<file path="config.mk">
export PLATFORM = sky130hd
export DESIGN_NAME = tpc_back
export DESIGN_NICKNAME = d
export VERILOG_FILES = /design/src/hw/rtl/tpc_pkg.sv /design/src/hw/rtl/tpc_back.sv
export SDC_FILE = /design/constraint.sdc
export NUM_CORES = 2
export LEC_CHECK = 0
export ABC_AREA = 1
export ABC_CLOCK_PERIOD_IN_PS = 12600
export BUFFER_PORTS_ARGS = -buffer_cell sky130_fd_sc_hd__buf_4
export CELL_PAD_IN_SITES_DETAIL_PLACEMENT = 1
export CELL_PAD_IN_SITES_GLOBAL_PLACEMENT = 1
export CORE_MARGIN = 2
export CORE_UTILIZATION = 40
export DETAILED_ROUTE_END_ITERATION = 16
export PLACE_DENSITY = 0.75
export SLEW_MARGIN = 20
export SYNTH_ARGS = -nofsm -noshare
export SYNTH_HDL_FRONTEND = slang
export SYNTH_SLANG_ARGS = --single-unit
</file>
<file path="constraint.sdc">
create_clock -name clk -period 12.6 [get_ports clk]
set_input_delay 1.89 -clock clk [delete_from_list [all_inputs] [get_ports clk]]
set_output_delay 1.89 -clock clk [all_outputs]
set_load 0.005 [all_outputs]
</file>
<file path="src/hw/rtl/tpc_pkg.sv">
// Types and constants shared by the test pattern checker modules.
`timescale 1ns / 1ps

package tpc_pkg;

  // Item kinds on the request channel.
  localparam logic REQ_HEADER = 1'b0;
  localparam logic REQ_BYTE   = 1'b1;

  // Pattern generator constants.
  localparam logic [31:0] SALT_DOWN  = 32'hA5A55A5A;
  localparam logic [31:0] SALT_UP    = 32'h5A5AA5A5;
  localparam logic [31:0] SEED_MULT  = 32'h045D9F3B;
  localparam logic [31:0] HASH_MULT  = 32'h85EBCA6B;
  localparam int unsigned HashShift1 = 13;
  localparam int unsigned HashShift2 = 16;
  // Only the low 24 bits of the product reach the expected byte.
  localparam int unsigned HashW      = 24;

  // Jitter is unsigned Q44.4.
  localparam int unsigned JitW       = 48;
  localparam int unsigned JitFrac    = 4;
  localparam int unsigned JitIntW    = JitW - JitFrac;

  // Queue between the front and back parts.
  localparam int unsigned QDepth     = 4;
  localparam int unsigned QPtrW      = $clog2(QDepth);

  typedef struct packed {
    logic        req_type;
    logic [63:0] seq_number;
    logic [31:0] stream_ident;
    logic        download_dir;
    logic        warmup_frame;
    logic [15:0] frame_length;
    logic [63:0] send_time_us;
    logic [63:0] arrival_time_us;
    logic [7:0]  payload_byte;
  } tpc_req_t;

  typedef struct packed {
    logic        pattern_ok;
    logic        was_warmup;
    logic [63:0] lost_count;
    logic [63:0] duplicate_count;
    logic [63:0] reorder_count;
    logic [63:0] valid_count;
    logic [63:0] error_count;
    logic [63:0] byte_count;
    logic [63:0] packet_count;
    logic [47:0] jitter_q4;
  } tpc_rsp_t;

  // One classified item as it travels through the queue.
  typedef struct packed {
    logic             is_hdr;
    logic             warm;
    logic             no_send;
    logic             last;     // header of an empty frame, or final payload byte
    logic [15:0]      len;
    logic [63:0]      seq;
    logic [63:0]      transit;
    logic [HashW-1:0] hv;       // pattern state before the multiply
    logic [7:0]       pbyte;
  } tpc_entry_t;

endpackage

</file>
<file path="src/hw/rtl/tpc_back.sv">
// Back part: sequence and jitter tracking, pattern compare, counters and result.
`timescale 1ns / 1ps

module tpc_back import tpc_pkg::*; (
  input  logic       clk,
  input  logic       rst,
  input  logic       head_valid,
  input  tpc_entry_t head,
  output logic       pop,
  output logic       rsp_valid,
  input  logic       rsp_ready,
  output tpc_rsp_t   rsp_data
);

  typedef struct packed {
    logic             is_hdr;
    logic             warm;
    logic             last;
    logic [15:0]      len;
    logic             lost_inc;
    logic             dup_inc;
    logic             reorder_inc;
    logic [63:0]      lost_delta;
    logic             jit_do;
    logic [JitW-1:0]  jit_d;
    logic [HashW-1:0] prod;
    logic [7:0]       pbyte;
  } tpc_stage_t;

  // First stage state.
  logic [63:0] expected_seq;
  logic [63:0] last_transit;
  logic        b1_valid;
  tpc_stage_t  b1;

  // Second stage state.
  logic [63:0]     lost_acc;
  logic [63:0]     dup_acc;
  logic [63:0]     reorder_acc;
  logic [63:0]     valid_acc;
  logic [63:0]     err_acc;
  logic [63:0]     bytes_acc;
  logic [63:0]     packets_acc;
  logic [JitW-1:0] jitter_acc;
  logic            running_match;
  logic            warmup_reg;

  logic       adv;
  logic       fire;
  logic       h_stat;
  logic       seq_ge;
  logic       seq_eq;
  logic [63:0] diff;
  tpc_stage_t b1_next;

  // The whole back pipeline moves when the result register can take a value.
  assign adv  = !rsp_valid || rsp_ready;
  assign pop  = head_valid && adv;
  assign fire = b1_valid && adv;

  assign h_stat = head.is_hdr && !head.warm;
  assign seq_ge = (head.seq >= expected_seq);
  assign seq_eq = (head.seq == expected_seq);

  always_comb begin
    if (head.transit > last_transit) begin
      diff = head.transit - last_transit;
    end else begin
      diff = last_transit - head.transit;
    end
    b1_next.is_hdr      = head.is_hdr;
    b1_next.warm        = head.warm;
    b1_next.last        = head.last;
    b1_next.len         = head.len;
    b1_next.lost_inc    = h_stat && seq_ge && !seq_eq;
    b1_next.dup_inc     = h_stat && !seq_ge;
    b1_next.reorder_inc = h_stat && !seq_eq;
    b1_next.lost_delta  = head.seq - expected_seq;
    b1_next.jit_do      = h_stat && !head.no_send && (last_transit != 64'd0);
    // A difference too large for Q44.4 saturates to all ones.
    if (diff[63:JitIntW] != '0) begin
      b1_next.jit_d = '1;
    end else begin
      b1_next.jit_d = {diff[JitIntW-1:0], {JitFrac{1'b0}}};
    end
    b1_next.prod  = head.hv * HASH_MULT[HashW-1:0];
    b1_next.pbyte = head.pbyte;
  end

  always_ff @(posedge clk) begin
    if (rst) begin
      expected_seq <= 64'd0;
      last_transit <= 64'd0;
      b1_valid     <= 1'b0;
    end else if (adv) begin
      b1_valid <= pop;
      if (pop && h_stat) begin
        // Equal and ahead both move the expectation past this frame.
        if (seq_ge) begin
          expected_seq <= head.seq + 64'd1;
        end
        if (!head.no_send) begin
          last_transit <= head.transit;
        end
      end
    end
  end

  always_ff @(posedge clk) begin
    if (pop) begin
      b1 <= b1_next;
    end
  end

  // Second stage: accumulate and form the result.
  logic [63:0]           lost_n;
  logic [63:0]           dup_n;
  logic [63:0]           reorder_n;
  logic [63:0]           valid_n;
  logic [63:0]           err_n;
  logic [63:0]           bytes_n;
  logic [63:0]           packets_n;
  logic [JitW-1:0]       jitter_n;
  logic [JitW+JitFrac-1:0] jit_sum;
  logic                  byte_match;
  logic                  match_n;
  logic                  warm_frame;
  logic                  stat;
  logic [7:0]            expect_byte;

  always_comb begin
    lost_n    = b1.lost_inc ? (lost_acc + b1.lost_delta) : lost_acc;
    dup_n     = b1.dup_inc ? (dup_acc + 64'd1) : dup_acc;
    reorder_n = b1.reorder_inc ? (reorder_acc + 64'd1) : reorder_acc;
    // J + floor((D - J) / 16) equals floor((15 J + D) / 16).
    jit_sum   = {jitter_acc, {JitFrac{1'b0}}} - (JitW + JitFrac)'(jitter_acc) +
                (JitW + JitFrac)'(b1.jit_d);
    jitter_n  = b1.jit_do ? jit_sum[JitW+JitFrac-1:JitFrac] : jitter_acc;

    expect_byte = b1.prod[7:0] ^ b1.prod[HashShift2+7:HashShift2];
    byte_match  = (expect_byte == b1.pbyte);
    match_n     = b1.is_hdr ? 1'b1 : (running_match && byte_match);
    warm_frame  = b1.is_hdr ? b1.warm : warmup_reg;
    stat        = b1.last && !warm_frame;

    bytes_n   = stat ? (bytes_acc + 64'(b1.len)) : bytes_acc;
    packets_n = stat ? (packets_acc + 64'd1) : packets_acc;
    valid_n   = (stat && match_n) ? (valid_acc + 64'd1) : valid_acc;
    err_n     = (stat && !match_n) ? (err_acc + 64'd1) : err_acc;
  end

  always_ff @(posedge clk) begin
    if (rst) begin
      lost_acc      <= 64'd0;
      dup_acc       <= 64'd0;
      reorder_acc   <= 64'd0;
      valid_acc     <= 64'd0;
      err_acc       <= 64'd0;
      bytes_acc     <= 64'd0;
      packets_acc   <= 64'd0;
      jitter_acc    <= '0;
      running_match <= 1'b1;
      warmup_reg    <= 1'b0;
      rsp_valid     <= 1'b0;
    end else begin
      if (fire) begin
        lost_acc      <= lost_n;
        dup_acc       <= dup_n;
        reorder_acc   <= reorder_n;
        valid_acc     <= valid_n;
        err_acc       <= err_n;
        bytes_acc     <= bytes_n;
        packets_acc   <= packets_n;
        jitter_acc    <= jitter_n;
        running_match <= b1.last ? 1'b1 : match_n;
        if (b1.is_hdr) begin
          warmup_reg <= b1.warm;
        end
      end
      if (fire && b1.last) begin
        rsp_valid <= 1'b1;
      end else if (rsp_ready) begin
        rsp_valid <= 1'b0;
      end
    end
  end

  always_ff @(posedge clk) begin
    if (fire && b1.last) begin
      rsp_data.pattern_ok      <= match_n;
      rsp_data.was_warmup      <= warm_frame;
      rsp_data.lost_count      <= lost_n;
      rsp_data.duplicate_count <= dup_n;
      rsp_data.reorder_count   <= reorder_n;
      rsp_data.valid_count     <= valid_n;
      rsp_data.error_count     <= err_n;
      rsp_data.byte_count      <= bytes_n;
      rsp_data.packet_count    <= packets_n;
      rsp_data.jitter_q4       <= jitter_n;
    end
  end

endmodule

</file>
Word-level counts from Yosys, hierarchy flattened
Index checks and enable logic that the tools add are counted.
- add/sub/neg operators: 13
- reductions and logical operators: 28
- equality and inequality tests: 2
- $lt $le $gt $ge: 2
- multiply operators: 1
- mux-type cells: 15
- bitwise operators: 2
- operator list (operator ; number):
    $mux W64 ; 8
    $add A64 B1 Y64 const B ; 6
    $sub A64 B64 Y64 ; 3
    $add A64 B16 Y64 ; 1
    $add A64 B64 Y64 ; 1
    $eq A64 B64 Y1 ; 1
    $ge A64 B64 Y1 ; 1
    $gt A64 B64 Y1 ; 1
    $reduce_bool A64 Y1 ; 1
    $add A52 B48 Y52 ; 1
    $sub A52 B48 Y52 ; 1
    $mux W48 ; 1
    $mul A24 B22 Y24 const B ; 1
    $reduce_bool A20 Y1 ; 1
    $logic_and A1 B1 Y1 ; 15
    $eq A8 B8 Y1 ; 1
    $xor A8 B8 Y8 ; 1
    $logic_not A1 Y1 ; 7
    $reduce_and A3 Y1 ; 2
    $mux W1 ; 5
    $mux W4 ; 1
    $reduce_bool A2 Y1 ; 1
    $logic_or A1 B1 Y1 ; 1
    $not A1 Y1 ; 1
- logic and storage cells: 100
- register bits: 1293
- output and inout bits: 500

Depth between registers and ports, before layout
- word-level depth: 7
- depth in mapped cells: 24
- depth with buffers taken out: 23

Worst setup path before layout
No wires, ideal clock.
- path kind: input port to flip-flop
- start: input rsp_ready
- end: register rsp_data[0] (netlist bit), enable pin
- arrival: 12.306 ns
- slack: -0.551 ns
- stages: 8
- setup time: 0.845 ns
- buffers on the path: 2
- path through: nor2_1 -> inv_1 -> nand2_1 -> clkbuf_1 -> clkinv_1 -> clkbuf_1 -> nand2_1 -> inv_1
- word-level cells in the longest chain between the ends: 3
- RTL lines (item ; RTL line ; source):
    start: declaration ; tpc_back.sv:11 ; input logic rsp_ready,
    $logic_or A1 B1 Y1 ; tpc_back.sv:57 ; assign adv = !rsp_valid || rsp_ready;
    $logic_and A1 B1 Y1 ; tpc_back.sv:59 ; assign fire = b1_valid && adv;
    $logic_and A1 B1 Y1 ; tpc_back.sv:189 ; if (fire && b1.last) begin
    end: declaration ; tpc_back.sv:12 ; output tpc_rsp_t rsp_data
Every way passes these cells.
A chain may end at the register's enable or synchronous reset.

==> summary.txt <==
Route
  • Detail Route Antenna Nets: 0
  • Wire length reported by the detailed router: 351000 um
  • Number of search-and-repair iterations in the first detailed-routing pass: 5
  • Number of vias after detailed routing: between 80k and 90k
  • 1st-iter DRT viols: about 5.2k
  • DRC Markers: 0
  • Via count normalized by instance count: 5.25
  • Drt wl/cell: ~22 um

Floorplan
  • Area of the die: approximately 230000 um^2
  • Vertical die dimension: 476 um
  • Starting density of the core: 0.401
  • Core box area: approximately 220000 um^2
  • IO Pins: approximately 680
  • FP Rows: ~170
  • Width of the chip: approximately 480 um

Pwr
  • Cell leakage power: between 40 and 50 nW
  • Total power density per cell area: about 140 nW/um^2
  • Total power of the final layout: ~15 mW
  • VDD IR-drop max: about 0.17 mV

CTS
  • Deepest level of the CTS H-tree: 4
  • CTS Sinks: between 1k and 1.5k
  • Setup repair bufs after CTS: 0
  • Clock latency reported for the late side of the worst-skew pair: 0.84 ns
  • Root Buffer: clkbuf_16
  • Clock-pin slew on the worst setup and hold paths: approximately 0.060 ns
  • Number of resized instances in the post-cts repair step: 0
  • Max Root-Sink Buffers: 3
  • # hold bufs at CTS: 0
  • CTS tree: done
  • Number of buffers created by CTS: around 150

Final layout
  • Registers with the highest flip-flop counts: rsp_data: 498 flops, b1: 156 flops
  • Reg with most FFs: rsp_data
  • Area of all placed cells without fillers: just over 100000 um^2
  • Final Net Count: 13.8k
  • Layout overhead on the synthesized area: 14.8%
  • Share of cells above drive strength 1: 0.0816
  • Final non-filler cell total: 16.1k
  • Max FFs per register: around 500

Synth
  • Avg Synthesized Cell Area: about 7 um^2
  • Most used DFF post-synth: edfxtp_1
  • Count of flip-flops with a built-in enable after synthesis: 654
  • Cells taking the most area after synthesis: edfxtp_1 22%, dfxtp_1 14%, nand2_1 11%
  • Most instantiated library cell after synthesis: nand2_1
  • Synthesized netlist net count: between 10k and 15k
  • Syn. warnings: 0
  • Post-synthesis instance area: about 89000 um^2
  • Most frequent cells after synthesis: 2705 x nand2_1, 2506 x inv_1, 1135 x nor2_1
  • Share of the synthesized area in the top cell type: 0.221
  • Yosys reg bits: between 1k and 1.5k
  • Yosys top cell by area: edfxtp_1
  • Synthesized instance count: 12.4k
  • Cell variety after synth: 57
  • Async S/R FF share, synth: 0
  • Register area share after synthesis: 0.362

Timing
  • Remaining max-slew budget at the tightest pin: 0.135
  • Time the final worst path needs with I/O delays and setup: 6.95 ns
  • Hold Fails Final Rpt: 0
  • # setup viols final: 0
  • Slew at the pin closest to its max-slew limit: ~1.3 ns
  • Pins over their slew limit: 0
  • Final setup margin: 5.65 ns
  • Tcrit/Tclk final: 0.552
  • Final worst clock skew: roughly 0.071 ns
  • Setup Total Neg Slack: 0 ns
  • Unrepaired setup endpoints after global routing: no
  • Maximum frequency from static timing analysis: about 140 MHz

Setup path
  • Data required time at the worst endpoint: approximately 13 ns
  • Depth of the worst register-to-register path: 17
  • Worst endpoint data arrival time: 7.51 ns
  • Critical-path maximum fanout: 5
  • Critical path capture point type: register
  • CP startpoint kind: input pin
  • CP Class: input pin to register

Hold path
  • Worst hold path depth: 2
  • Hold WC Path Type: register to register

Run status
  • Result of the run: completed

Global route
  • Initial antenna violation count: 5
  • Via count of the first global-routing pass: 87.8k
  • First-pass GRT wire length: roughly 530000 um
  • Global-route usage over all layers: 0.303
  • Overall overflow remaining after global route: 0
  • Pin count of the biggest net entering global routing: about 270

Placement
  • Placed cell areas: roughly 97000 um^2
  • Routability cong.: between 0.9 and 1
  • # placed instances: ~16k
  • Number of buffers added on ports: between 600 and 700
  • Place WS: slightly below 5 ns
  • Half-perimeter wire length of the detailed placement result: 285000 um

Run
  • Maximum Capacitance Violations: 0
report_power, final:
part           switching, mW  internal, mW
clock network           1.93          2.61
registers              0.211          4.79
logic                   3.27          1.72
total                   5.42          9.13
critical path, cell delays in order:
cell,delay (ns)
buf_4,0.15
ha_1,0.34
fa_1,0.52
inv_1,0.05
fa_1,0.48
inv_1,0.05
fa_1,0.50
inv_1,0.05
fa_1,0.48
inv_1,0.06
fa_1,0.53
inv_1,0.05
fa_1,0.53
inv_1,0.06
ha_1,0.37
nand2_1,0.10
nor2_1,0.16
nand3_1,0.10
o2111ai_1,0.18
a21oi_1,0.18
o21ai_0,0.33
a21oi_1,0.11
o21bai_1,0.16
xor2_1,0.08
cells by family after synthesis:
| logic type | synth area share |
|---|---|
| fa+ha+maj | 0.0986 |
| flops | 0.362 |
| simple gates | 0.237 |
| compound gates | 0.120 |
| buf+inv | 0.121 |
| xor+xnor | 0.0611 |
per-layer routing:
| layer | share of wire | wire [um] | GRT usage |
|---|---|---|---|
| met5 | 0.000037 | 13 | 0 |
| met4 | 0.047 | 16600 | 0.127 |
| met3 | 0.044 | 15400 | 0.0367 |
| met2 | 0.48 | 167000 | 0.519 |
| met1 | 0.43 | 152000 | 0.383 |
path summary, 6_finish.rpt:
| check | from | to | slack (ns) |
|---|---|---|---|
| min reg2reg | expected_seq[30]$_SDFFE_PP0P_ | expected_seq[30]$_SDFFE_PP0P_ | 0.47 |
| max | head[20] | b1[30]$_DFFE_PP_ | 5.65 |
| min | expected_seq[30]$_SDFFE_PP0P_ | expected_seq[30]$_SDFFE_PP0P_ | 0.47 |
| max reg2reg | last_transit[30]$_SDFFE_PP0P_ | b1[69]$_SDFFCE_PP1P_ | 8.08 |
through the flow:
step	hold WS (ns)	util
after floorplan	0.441	-
after global placement	0.454	0.437
after detailed placement	0.456	0.437
after CTS	0.466	0.461
after global routing	0.494	0.461
final	0.465	0.461
cell type report:
class	count	area [um^2]
flip-flops and latches	1282	32200
repair buffers	729	5530
inverters	2514	9460
fillers	28200	120000
well taps	2975	3720
diodes	4	10.0
clock inverters	74	855
multi-input cells	8297	46000
clock buffers	210	4330
cells in the final DEF, fill, tap and decap left out, drive strengths merged, types with 7 or more instances in the layout:
master / count
nand2: 2718
inv: 2516
nor2: 1163
o21ai: 950
a21oi: 895
buf: 729
edfxtp: 654
dfxtp: 628
xor2: 501
nand3: 489
ha: 463
nor3: 239
nand4: 220
clkbuf: 210
fa: 149
xnor2: 120
nor4: 112
a31oi: 57
clkinv: 55
o21bai: 43
or2: 35
a21o: 33
nand3b: 23
a21boi: 13
o211ai: 13
o21a: 12
bufinv: 9
a211oi: 8
clkinvlp: 8
a221oi: 7
(Power assumes the default switching activity.)
